<file path="src/rtl/swst_pkg.sv">
// Package for the sorted wake-up schedule table.
// Holds command codes, time constants and the control word broadcast to every cell.
// No dependencies.
package swst_pkg;

    localparam int KEY_W      = 11;
    localparam int SEC_W      = 17;
    localparam int OP_W       = 2;

    // command codes
    localparam logic [OP_W-1:0] OP_ADD    = 2'd0;
    localparam logic [OP_W-1:0] OP_REMOVE = 2'd1;
    localparam logic [OP_W-1:0] OP_CLEAR  = 2'd2;
    localparam logic [OP_W-1:0] OP_QUERY  = 2'd3;

    localparam int HOUR_MAX     = 23;
    localparam int MINUTE_MAX   = 59;
    localparam int SEC_PER_DAY  = 86400;
    localparam int SEC_PER_HOUR = 3600;
    localparam int SEC_PER_MIN  = 60;

    // control word seen by all cells
    typedef struct packed {
        logic [OP_W-1:0]  op;
        logic             upd;     // apply add or remove shift this cycle
        logic             load;    // register this cell's delay
        logic             scan;    // advance the running minimum
        logic [KEY_W-1:0] key;     // hour*64 + minute of the time to add
        logic [SEC_W-1:0] now;     // current second, already reduced
    } swst_ctrl_t;

endpackage

</file>
<file path="src/rtl/sorted_wakeup_schedule_table.sv">
// Sorted wake-up schedule table: top level with control and a row of cells.
// Add, remove and clear pass through EXEC to a registered result; a query
// also runs SCAN and FINAL while the running minimum walks the cell row.
// One word is worked on at a time; a new word is taken while a result waits.
// Reset (synchronous, active low) empties the table; entries keep no reset.
// Depends on swst_pkg and swst_cell.
module sorted_wakeup_schedule_table #(
    parameter int TABLE_ENTRIES = 16
) (
    input  logic        aclk,
    input  logic        aresetn,
    input  logic        s_tvalid,
    output logic        s_tready,
    // [1:0] mode, [9:2] hour_in, [17:10] minute_in, [25:18] position,
    // [42:26] now_second, [47:43] zero
    input  logic [47:0] s_tdata,
    output logic        m_tvalid,
    input  logic        m_tready,
    // [0] accepted, [5:1] entry_count, [6] next_found, [23:7] seconds_to_next
    output logic [23:0] m_tdata
);
    import swst_pkg::*;

    localparam int CW = $clog2(TABLE_ENTRIES + 1);
    localparam int SW = $clog2(TABLE_ENTRIES + 1);

    localparam logic [1:0] ST_IDLE  = 2'd0;
    localparam logic [1:0] ST_EXEC  = 2'd1;
    localparam logic [1:0] ST_SCAN  = 2'd2;
    localparam logic [1:0] ST_FINAL = 2'd3;

    logic [1:0]       state_reg, state_next;
    logic [CW-1:0]    count_reg, count_next;
    logic [SW-1:0]    scan_cnt_reg, scan_cnt_next;
    logic [OP_W-1:0]  op_reg;
    logic [7:0]       hour_reg, minute_reg, pos_reg;
    logic [SEC_W-1:0] now_reg;
    logic             m_valid_reg, m_valid_next;
    logic [23:0]      m_data_reg, m_data_next;

    logic [SEC_W-1:0] now_in;
    logic             s_acc, out_free;
    logic             add_ok, rm_ok, dup;
    logic             res_acc, res_found;
    logic [SEC_W-1:0] res_secs;
    swst_ctrl_t       ctrl;

    logic [KEY_W-1:0] key_w   [TABLE_ENTRIES];
    logic             after_w [TABLE_ENTRIES];
    logic             eq_w    [TABLE_ENTRIES];
    logic [SEC_W-1:0] run_w   [TABLE_ENTRIES];

    assign s_tready = (state_reg == ST_IDLE);
    assign s_acc    = s_tvalid && s_tready;
    assign out_free = !m_valid_reg || m_tready;
    assign m_tvalid = m_valid_reg;
    assign m_tdata  = m_data_reg;

    // fold now into one day
    assign now_in = (s_tdata[42:26] >= SEC_W'(SEC_PER_DAY))
                  ? s_tdata[42:26] - SEC_W'(SEC_PER_DAY) : s_tdata[42:26];

    // duplicate check across the row
    always_comb begin
        dup = 1'b0;
        for (int i = 0; i < TABLE_ENTRIES; i++) begin
            dup = dup | eq_w[i];
        end
    end

    assign add_ok = (hour_reg <= 8'(HOUR_MAX)) && (minute_reg <= 8'(MINUTE_MAX))
                 && (count_reg < CW'(TABLE_ENTRIES)) && !dup;
    assign rm_ok  = (pos_reg < 8'(count_reg));

    // broadcast control word
    always_comb begin
        ctrl.op   = op_reg;
        ctrl.key  = {hour_reg[4:0], minute_reg[5:0]};
        ctrl.now  = now_reg;
        ctrl.upd  = (state_reg == ST_EXEC) && out_free
                 && (((op_reg == OP_ADD) && add_ok) || ((op_reg == OP_REMOVE) && rm_ok));
        ctrl.load = (state_reg == ST_EXEC) && (op_reg == OP_QUERY);
        ctrl.scan = (state_reg == ST_SCAN);
    end

    // row of cells
    for (genvar g = 0; g < TABLE_ENTRIES; g++) begin : g_cell
        logic [KEY_W-1:0] lk, rk;
        logic             la;
        logic [SEC_W-1:0] rin;
        if (g == 0) begin : g_first
            assign lk  = key_w[g];
            assign la  = 1'b0;
            assign rin = '1;
        end else begin : g_mid
            assign lk  = key_w[g-1];
            assign la  = after_w[g-1];
            assign rin = run_w[g-1];
        end
        if (g == TABLE_ENTRIES - 1) begin : g_last
            assign rk = key_w[g];
        end else begin : g_inner
            assign rk = key_w[g+1];
        end
        swst_cell #(.IDX(g), .CW(CW)) u_cell (
            .aclk       (aclk),
            .ctrl       (ctrl),
            .count      (count_reg),
            .pos        (pos_reg),
            .left_key   (lk),
            .left_after (la),
            .right_key  (rk),
            .run_in     (rin),
            .key        (key_w[g]),
            .after      (after_w[g]),
            .eq         (eq_w[g]),
            .run_out    (run_w[g])
        );
    end

    // sequencer and result
    always_comb begin
        state_next    = state_reg;
        count_next    = count_reg;
        scan_cnt_next = scan_cnt_reg;
        m_valid_next  = m_valid_reg && !m_tready;
        m_data_next   = m_data_reg;
        res_acc       = 1'b0;
        res_found     = 1'b0;
        res_secs      = '0;
        unique case (state_reg)
            ST_IDLE: begin
                if (s_acc) begin
                    state_next = ST_EXEC;
                end
            end
            ST_EXEC: begin
                if (op_reg == OP_QUERY) begin
                    scan_cnt_next = '0;
                    state_next    = ST_SCAN;
                end else if (out_free) begin
                    unique case (op_reg)
                        OP_ADD: begin
                            res_acc = add_ok;
                            if (add_ok) count_next = count_reg + 1'b1;
                        end
                        OP_REMOVE: begin
                            res_acc = rm_ok;
                            if (rm_ok) count_next = count_reg - 1'b1;
                        end
                        OP_CLEAR: begin
                            res_acc    = 1'b1;
                            count_next = '0;
                        end
                        OP_QUERY: res_acc = 1'b0;
                        default:  res_acc = 1'b0;
                    endcase
                    m_valid_next = 1'b1;
                    m_data_next  = {res_secs, res_found, 5'(count_next), res_acc};
                    state_next   = ST_IDLE;
                end
            end
            ST_SCAN: begin
                scan_cnt_next = scan_cnt_reg + 1'b1;
                if (scan_cnt_reg == SW'(TABLE_ENTRIES - 1)) begin
                    state_next = ST_FINAL;
                end
            end
            ST_FINAL: begin
                if (out_free) begin
                    res_found    = (count_reg != '0);
                    res_acc      = res_found;
                    res_secs     = res_found ? run_w[TABLE_ENTRIES-1] : '0;
                    m_valid_next = 1'b1;
                    m_data_next  = {res_secs, res_found, 5'(count_reg), res_acc};
                    state_next   = ST_IDLE;
                end
            end
            default: state_next = ST_IDLE;
        endcase
    end

    // control registers
    always_ff @(posedge aclk) begin
        if (!aresetn) begin
            state_reg   <= ST_IDLE;
            count_reg   <= '0;
            m_valid_reg <= 1'b0;
        end else begin
            state_reg   <= state_next;
            count_reg   <= count_next;
            m_valid_reg <= m_valid_next;
        end
    end

    // payload registers
    always_ff @(posedge aclk) begin
        scan_cnt_reg <= scan_cnt_next;
        m_data_reg   <= m_data_next;
        if (s_acc) begin
            op_reg     <= s_tdata[1:0];
            hour_reg   <= s_tdata[9:2];
            minute_reg <= s_tdata[17:10];
            pos_reg    <= s_tdata[25:18];
            now_reg    <= now_in;
        end
    end

endmodule

</file>
<file path="src/rtl/swst_cell.sv">
// One table cell: holds a single sorted entry, shifts with its neighbors,
// and computes its delay and a running minimum handed to the next cell.
// Depends on swst_pkg.
module swst_cell #(
    parameter int IDX = 0,
    parameter int CW  = 5
) (
    input  logic                     aclk,
    input  swst_pkg::swst_ctrl_t     ctrl,
    input  logic [CW-1:0]            count,
    input  logic [7:0]               pos,
    input  logic [swst_pkg::KEY_W-1:0] left_key,
    input  logic                     left_after,
    input  logic [swst_pkg::KEY_W-1:0] right_key,
    input  logic [swst_pkg::SEC_W-1:0] run_in,
    output logic [swst_pkg::KEY_W-1:0] key,
    output logic                     after,
    output logic                     eq,
    output logic [swst_pkg::SEC_W-1:0] run_out
);
    import swst_pkg::*;

    logic [KEY_W-1:0] key_reg, key_next;
    logic [SEC_W-1:0] delta_reg, run_reg;
    logic             in_use;
    logic [SEC_W-1:0] target, delta;

    assign in_use = (CW'(IDX) < count);
    assign after  = !in_use || (key_reg > ctrl.key);
    assign eq     = in_use && (key_reg == ctrl.key);
    assign key    = key_reg;
    assign run_out = run_reg;

    // seconds of day for this entry and delay to it (wraps to tomorrow)
    always_comb begin
        target = SEC_W'(key_reg[10:6]) * SEC_W'(SEC_PER_HOUR)
               + SEC_W'(key_reg[5:0]) * SEC_W'(SEC_PER_MIN);
        if (target > ctrl.now) begin
            delta = target - ctrl.now;
        end else begin
            delta = SEC_W'({1'b0, target} + (SEC_W+1)'(SEC_PER_DAY) - {1'b0, ctrl.now});
        end
    end

    // entry shift for insert and remove
    always_comb begin
        key_next = key_reg;
        if (ctrl.upd) begin
            unique case (ctrl.op)
                OP_ADD: begin
                    if (after) begin
                        key_next = left_after ? left_key : ctrl.key;
                    end
                end
                OP_REMOVE: begin
                    if (8'(IDX) >= pos) begin
                        key_next = right_key;
                    end
                end
                OP_CLEAR, OP_QUERY: begin
                    key_next = key_reg;
                end
                default: key_next = key_reg;
            endcase
        end
    end

    always_ff @(posedge aclk) begin
        key_reg <= key_next;
        if (ctrl.load) begin
            delta_reg <= in_use ? delta : '1;
        end
        if (ctrl.scan) begin
            run_reg <= (delta_reg < run_in) ? delta_reg : run_in;
        end
    end

endmodule
</file>
<file path="config.mk">
export PLATFORM = sky130hd
export DESIGN_NAME = sorted_wakeup_schedule_table
export DESIGN_NICKNAME = d
export VERILOG_FILES = /design/src/rtl/swst_pkg.sv /design/src/rtl/sorted_wakeup_schedule_table.sv /design/src/rtl/swst_cell.sv
export SDC_FILE = /design/constraint.sdc
export NUM_CORES = 2
export LEC_CHECK = 0
export ABC_AREA = 1
export BUFFER_PORTS_ARGS = -buffer_cell sky130_fd_sc_hd__buf_2
export CORE_MARGIN = 2
export CORE_UTILIZATION = 50
export CTS_BUF_LIST = sky130_fd_sc_hd__clkbuf_4
export CTS_CLUSTER_SIZE = 10
export DETAILED_ROUTE_END_ITERATION = 10
export MAX_ROUTING_LAYER = met4
export PLACE_DENSITY = 0.75
export SETUP_SLACK_MARGIN = 0.5
export SYNTH_ARGS = -nofsm -noshare
export SYNTH_HDL_FRONTEND = slang
export SYNTH_HIERARCHICAL = 1
export SYNTH_SLANG_ARGS = --single-unit
</file>
<file path="constraint.sdc">
create_clock -name aclk -period 36.6 [get_ports aclk]
set_clock_uncertainty 0.15 [all_clocks]
set_input_delay 5.49 -clock aclk [delete_from_list [all_inputs] [get_ports aclk]]
set_output_delay 5.49 -clock aclk [all_outputs]
set_load 0.02 [all_outputs]
</file>
# Word level (Yosys, flattened, before mapping)
# Cells that the tools add are included.
[totals] regBits=800
[op_classes] n_addsub=68 n_mul=32 order_cmp=84 eq_ne=60 n_mux=113 bitwise_logic=18 reduce_logical=90
[op_table] operator="$mux W17" n=33
[op_table] operator="$sub A17 B17 Y17" n=32
[op_table] operator="$mux W11" n=47
[op_table] operator="$pmux W11 S2" n=15
[op_table] operator="$add A17 B12 Y17" n=16
[op_table] operator="$add A17 B17 Y17 const B" n=16
[op_table] operator="$gt A17 B17 Y1" n=16
[op_table] operator="$lt A17 B17 Y1" n=15
[op_table] operator="$mul A5 B8 Y13 const B" n=16
[op_table] operator="$eq A11 B11 Y1" n=16
[op_table] operator="$gt A11 B11 Y1" n=16
[op_table] operator="$mul A6 B4 Y10 const B" n=16
[op_table] operator="$mux W24" n=3
[op_table] operator="$ne A2 B1 Y1 const B" n=34
[op_table] operator="$reduce_and A4 Y1" n=16
[op_table] operator="$ge A4 B8 Y1 const A" n=7
[op_table] operator="$pmux W24 S2" n=1
[op_table] operator="$lt A4 B5 Y1 const A" n=8
[op_table] operator="$ge A3 B8 Y1 const A" n=4
[op_table] operator="$logic_and A1 B1 Y1" n=26
[op_table] operator="$lt A3 B5 Y1 const A" n=4
[op_table] operator="$logic_not A1 Y1" n=19
[op_table] operator="$logic_or A1 B1 Y1" n=18
[op_table] operator="$ge A17 B17 Y1 const B" n=1
[op_table] operator="33 further kinds" n=70

# Depth between registers and ports, before layout
[depth] depth_word=24 mapped_depth=33 depth_no_buf=32

# By module
# Netlist, hierarchy kept.
[modules_own_cells] mod="swst_cell at g_cell[11].u_cell" n_inst=1 cells_per_inst=901 area_each_um2=6570.1
[modules_own_cells] mod="swst_cell at g_cell[13].u_cell" n_inst=1 cells_per_inst=912 area_each_um2=6563.8
[modules_own_cells] mod="swst_cell at g_cell[12].u_cell" n_inst=1 cells_per_inst=909 area_each_um2=6540.0
[modules_own_cells] mod="swst_cell at g_cell[3].u_cell" n_inst=1 cells_per_inst=896 area_each_um2=6540.0
[modules_own_cells] mod="swst_cell at g_cell[1].u_cell" n_inst=1 cells_per_inst=902 area_each_um2=6521.3
[modules_own_cells] mod="swst_cell at g_cell[2].u_cell" n_inst=1 cells_per_inst=904 area_each_um2=6516.2
[modules_own_cells] mod="swst_cell at g_cell[7].u_cell" n_inst=1 cells_per_inst=899 area_each_um2=6495.0
[modules_own_cells] mod="swst_cell at g_cell[9].u_cell" n_inst=1 cells_per_inst=913 area_each_um2=6456.2
[modules_own_cells] mod="swst_cell at g_cell[15].u_cell" n_inst=1 cells_per_inst=887 area_each_um2=6447.4
[modules_own_cells] mod="swst_cell at g_cell[0].u_cell" n_inst=1 cells_per_inst=897 area_each_um2=6437.4
[modules_own_cells] mod="swst_cell at g_cell[4].u_cell" n_inst=1 cells_per_inst=903 area_each_um2=6437.4
[modules_own_cells] mod="swst_cell at g_cell[6].u_cell" n_inst=1 cells_per_inst=906 area_each_um2=6437.4
[modules_own_cells] mod="swst_cell at g_cell[14].u_cell" n_inst=1 cells_per_inst=902 area_each_um2=6433.7
[modules_own_cells] mod="swst_cell at g_cell[10].u_cell" n_inst=1 cells_per_inst=898 area_each_um2=6396.1
[modules_own_cells] mod="3 more rows"

# Worst setup path before layout
# OpenSTA, ideal clock, no wires.
[synth_path] path_kind="register -> register" startpoint="register op_reg[0]" endpoint="register m_data_reg[0] (netlist: m_tdata[0]), enable pin" setup_time_ns=1.597 arrival_ns=17.793 required_ns=34.853 setup_slack_ns=17.060 path_stages_with_launch=5 n_path_buf=0 period_less_slack_ns=19.540 cell_sequence="edfxtp_1 > ha_1 > inv_1 > nor2_1 > nor3_1"
[synth_via] elab_chain_cells=3
[synth_lines] element="start, declared" line="sorted_wakeup_schedule_table.sv:35" source="logic [OP_W-1:0] op_reg;"
[synth_lines] element="start signal, assigned" line="sorted_wakeup_schedule_table.sv:201" source="op_reg <= s_tdata[1:0];"
[synth_lines] element="$eq A2 B2 Y1" line="sorted_wakeup_schedule_table.sv:138" source="if (op_reg == OP_QUERY) begin"
[synth_lines] element="$ne A2 B2 Y1 (no source line)"
[synth_lines] element="$reduce_and A4 Y1 (no source line)"
[synth_lines] element="end signal, assigned" line="sorted_wakeup_schedule_table.sv:199" source="m_data_reg <= m_data_next;"
[synth_lines] element="end, declared" line="sorted_wakeup_schedule_table.sv:39" source="logic [23:0] m_data_reg, m_data_next;"
# Every way passes these cells.
# A chain may end at the register's enable or synchronous reset.

# Worst setup path after layout
[layout_path] startpoint="register state_reg[0]" endpoint="output port s_tready"
[layout_via] elab_chain_cells=1
[layout_lines] element="start, declared" line="sorted_wakeup_schedule_table.sv:32" source="logic [1:0] state_reg, state_next;"
[layout_lines] element="start signal, assigned" line="sorted_wakeup_schedule_table.sv:190" source="state_reg <= state_next;"
[layout_lines] element="$logic_not A2 Y1" line="sorted_wakeup_schedule_table.sv:53" source="assign s_tready = (state_reg == ST_IDLE);"
[layout_lines] element="end, declared" line="sorted_wakeup_schedule_table.sv:13" source="output logic s_tready,"
# Every way passes these cells.

==> results_tabular.tex <==
\begin{tabular}{lr}
\hline
Metric & Value \\
\hline
\multicolumn{2}{l}{\textbf{Routing}} \\
Count of TritonRoute iterations in the first routing pass & 7 \\
Drt total wl & 291800 microns \\
First-iteration detailed-routing DRC count & 8338 \\
Count of antenna-violating nets left after detailed routing & 0 \\
Via/cell ratio & 5.283 \\
Drc violations & 0 \\
Detailed-route via count & 95570 \\
Wirelength per Cell & 16.13 microns \\
\multicolumn{2}{l}{\textbf{Worst setup path}} \\
Beginning of the critical path & state\_reg[0] \\
Biggest cell delay along the critical path & 0.50 ns \\
Worst EP required & 30.96 ns \\
Kind of launch point of the worst setup path & register \\
Critical path endpoint category & output pin \\
Category of the most critical setup path & reg -> out \\
FF-to-FF Start & g\_cell[0].u\_cell/key[0] \\
Slowest cell on crit path & sky130\_fd\_sc\_hd\_\_dfxtp\_1 \\
Critical path fanouts, max & 6 \\
Arrival time reported for the critical path endpoint & 2.00 ns \\
Kind of cell adding the most delay to the critical path & flip-flops \\
Buf+Inv Stages, Crit Path & 1 \\
Worst-path cell chain & nor2\_1 > buf\_2 \\
\multicolumn{2}{l}{\textbf{Floorplanning}} \\
Core Footprint & 214200 sq um \\
FP Rows & 170 \\
Horizontal extent of the die & 467.8 microns \\
Number of top-level pins & 78 \\
Die area & 218800 sq um \\
Initial core utilization & 50.21\% \\
Die Y-Extent & 467.8 microns \\
\multicolumn{2}{l}{\textbf{Timing}} \\
Setup\_tns & 0 ns \\
Max frequency & 0.1309 GHz \\
Pins Over Slew Limit & 0 \\
Tightest Pin Transition & 1.270 ns \\
Min Tclk post-route & 7.640 ns \\
Hold Vio Cnt, Final & 0 \\
Max-slew headroom & 15.30\% \\
Worst Setup Slack, final & 28.96 ns \\
Final setup violation count & 0 \\
Share of the clock period used by the worst path & 20.87\% \\
RSZ-0062 raised after global routing & no \\
\multicolumn{2}{l}{\textbf{Synthesis}} \\
Cell count after synthesis & 14850 \\
Synth top area cells & sky130\_fd\_sc\_hd\_\_edfxtp\_1, sky130\_fd\_sc\_hd\_\_ha\_1, sky130\_fd\_sc\_hd\_\_nand2\_1 \\
Sequential area share after synthesis & 22.26\% \\
Commonest register cell after synthesis & sky130\_fd\_sc\_hd\_\_edfxtp\_1 \\
Number of warnings issued by yosys & 6 \\
FF+latch count, synth & 800 \\
Top post-synthesis cells by count & sky130\_fd\_sc\_hd\_\_nand2\_1, sky130\_fd\_sc\_hd\_\_inv\_1, sky130\_fd\_sc\_hd\_\_ha\_1, sky130\_fd\_sc\_hd\_\_nand3\_1, sky130\_fd\_sc\_hd\_\_edfxtp\_1 \\
Area leader, netlist & sky130\_fd\_sc\_hd\_\_edfxtp\_1 \\
Number of enable flip-flop cells after synthesis & 792 \\
Area of the mapped netlist & 107500 sq um \\
Async SR Flop Fraction & 0\% \\
Mean area per synthesized cell & 7.240 sq um \\
Count of distinct cell types in the synthesized netlist & 68 \\
Most common cell in the netlist & sky130\_fd\_sc\_hd\_\_nand2\_1 \\
Fraction of post-synthesis cell area in the top cell type by area & 22.11\% \\
\multicolumn{2}{l}{\textbf{Clock network}} \\
Clock transition at the register clock pins on the worst setup and hold paths after CTS & 0.07 ns \\
Number of setup buffers added after CTS & 0 \\
TritonCTS clock tree & built \\
Num CTS Buffers & 221 \\
Total number of clock tree sinks & 800 \\
Cell chosen for the clock root & sky130\_fd\_sc\_hd\_\_clkbuf\_4 \\
Post-CTS Hold Fix Bufs & 0 \\
Clock network latency to the later pin of the worst-skew pair & 1.29 ns \\
Resize count post-CTS & 0 \\
Max H-tree Level & 4 \\
Bufs on Longest Clock Path & 3 \\
\multicolumn{2}{l}{\textbf{Global routing}} \\
Overall fraction of global-route tracks in use & 27.06\% \\
Number of antenna violations at the first check in global routing & 16 \\
First-pass GRT wire length & 462200 microns \\
Vias in the first global route & 88500 \\
Largest net degree at the start of global routing & 73 \\
Remaining global-route overflow & 0 \\
\multicolumn{2}{l}{\textbf{Place}} \\
Placed Instances & 17670 \\
Post-detailed-placement half-perimeter wirelength & 228200 microns \\
Number of buffer cells added on primary ports & 72 \\
Placement Setup Slack & 28.26 ns \\
Area post-placement & 110900 sq um \\
Final weighted congestion in routability-driven placement & 0.9703 \\
\multicolumn{2}{l}{\textbf{Min path}} \\
Startpoint of the worst hold path & g\_cell[15].u\_cell/run\_out[7] \\
Path class of the lowest-slack min-delay path & reg -> reg \\
\multicolumn{2}{l}{\textbf{Run status}} \\
Status & complete, no violations \\
\multicolumn{2}{l}{\textbf{Flow run}} \\
Max-capacitance violation count & 0 \\
\multicolumn{2}{l}{\textbf{Power}} \\
Standby leakage power & 0.06132 uW \\
Switch Pwr & 1180 uW \\
Design internal power & 1851 uW \\
Power share of the clock group & 28.0\% \\
Part of the total power dissipated in sequential elements & 35.6\% \\
Power density over cell area & 26.63 nW/um\^{}2 \\
Total Power & 3032 uW \\
Part of the total power dissipated in combinational logic & 36.4\% \\
Switch share & 38.93\% \\
Max IR drop VDD & 0.03325 mV \\
\multicolumn{2}{l}{\textbf{Cells and area}} \\
Non-Filler Cell Area, Final & 113800 sq um \\
Area used by multi-input combinational logic & 71200 sq um \\
Non-Filler Instances & 18090 \\
Synthesis-to-finish area growth & 5.846\% \\
Fraction of layout instances using a drive strength above 1 & 6.490\% \\
Number of inserted filler cells in the final layout & 20700 \\
\# nets final & 17090 \\
Total area of sequential cells & 23940 sq um \\
\hline
\end{tabular}
[power groups by stage]
stage | registers [uW] | clock network (uW) | logic [uW]
after floorplan | 1110 | 0 | 803
after global placement | 1100 | 0 | 1070
after detailed placement | 1100 | 0 | 1080
after CTS | 1080 | 877 | 1090
after global routing | 1080 | 921 | 1240
final | 1080 | 850 | 1100
[worst register-to-register path: cells and delay by family (launching register included)]
family / cells / cell delay, ns
adder cells (fa/ha/maj): 6 / 2.70
AND/OR/NAND/NOR: 11 / 1.03
AO/OA/AOI/OAI: 4 / 0.66
flip-flops: 1 / 0.56
XOR/XNOR: 2 / 0.47
buffers and inverters: 3 / 0.31
[final timing paths]
| path | endpoint | slack (ns) | depth (start not counted) |
|---|---|---|---|
| setup reg to reg | g_cell[0].u_cell/delta_reg[16] | 30.35 | 26 |
| hold reg to reg | m_tdata[14] | 0.39 | 2 |
| hold / removal | m_tdata[14] | 0.39 | 2 |
| setup / recovery | s_tready | 28.96 | 2 |
[per-stage QoR]
step | utilization (%) | hold slack [ns]
floorplan | - | 0.3627
global placement | 51.76 | 0.3719
detailed placement | 51.76 | 0.3792
CTS | 53.13 | 0.3926
global route | 53.14 | 0.4303
finish | 53.14 | 0.3870
[cell type report]
class	count	area share, %
multi-input cells	10880	62.55
flip-flops and latches	800	21.04
inverters	3028	10.02
well taps	2838	3.120
clock buffers	313	2.064
repair buffers	126	0.6727
clock inverters	91	0.5078
diodes	13	0.02858
[layout by cell type (no fill, tap or decap), drive strengths merged, types with 44 or more instances in the layout]
master  Yosys  layout
nand2    4374    4374
inv      3021    3028
ha       1614    1614
nand3    1124    1124
edfxtp    792     792
nor2      770     770
a21oi     698     698
nand4     407     407
fa        368     368
xor2      359     359
clkbuf     98     313
o21ai     226     226
o211ai    161     161
xnor2     152     152
o21a      149     149
buf        82     126
nor3      114     114
clkinv      7      83
or2        62      62
a31oi      51      51
and2       44      44
[routing by layer]
layer  vias to the layer above  part of all wire [%]  global-route usage (%)
met5                         -                     0                       -
met2                      3070                    45                   42.90
met3                       583                   6.9                   3.083
met1                     43720                    43                   35.11
li1                      48190                     -                       -
met4                         0                   4.4                   11.15
[logic make-up after synthesis]
kind of cell / synth area share [%]
AND/OR/NAND/NOR: 28.52
buffers and inverters: 11.67
adder cells (fa/ha/maj): 25.63
AO/OA/AOI/OAI: 7.738
flip-flops: 22.26
XOR/XNOR: 4.169
other: 0.006983
(Power assumes the default switching activity.)
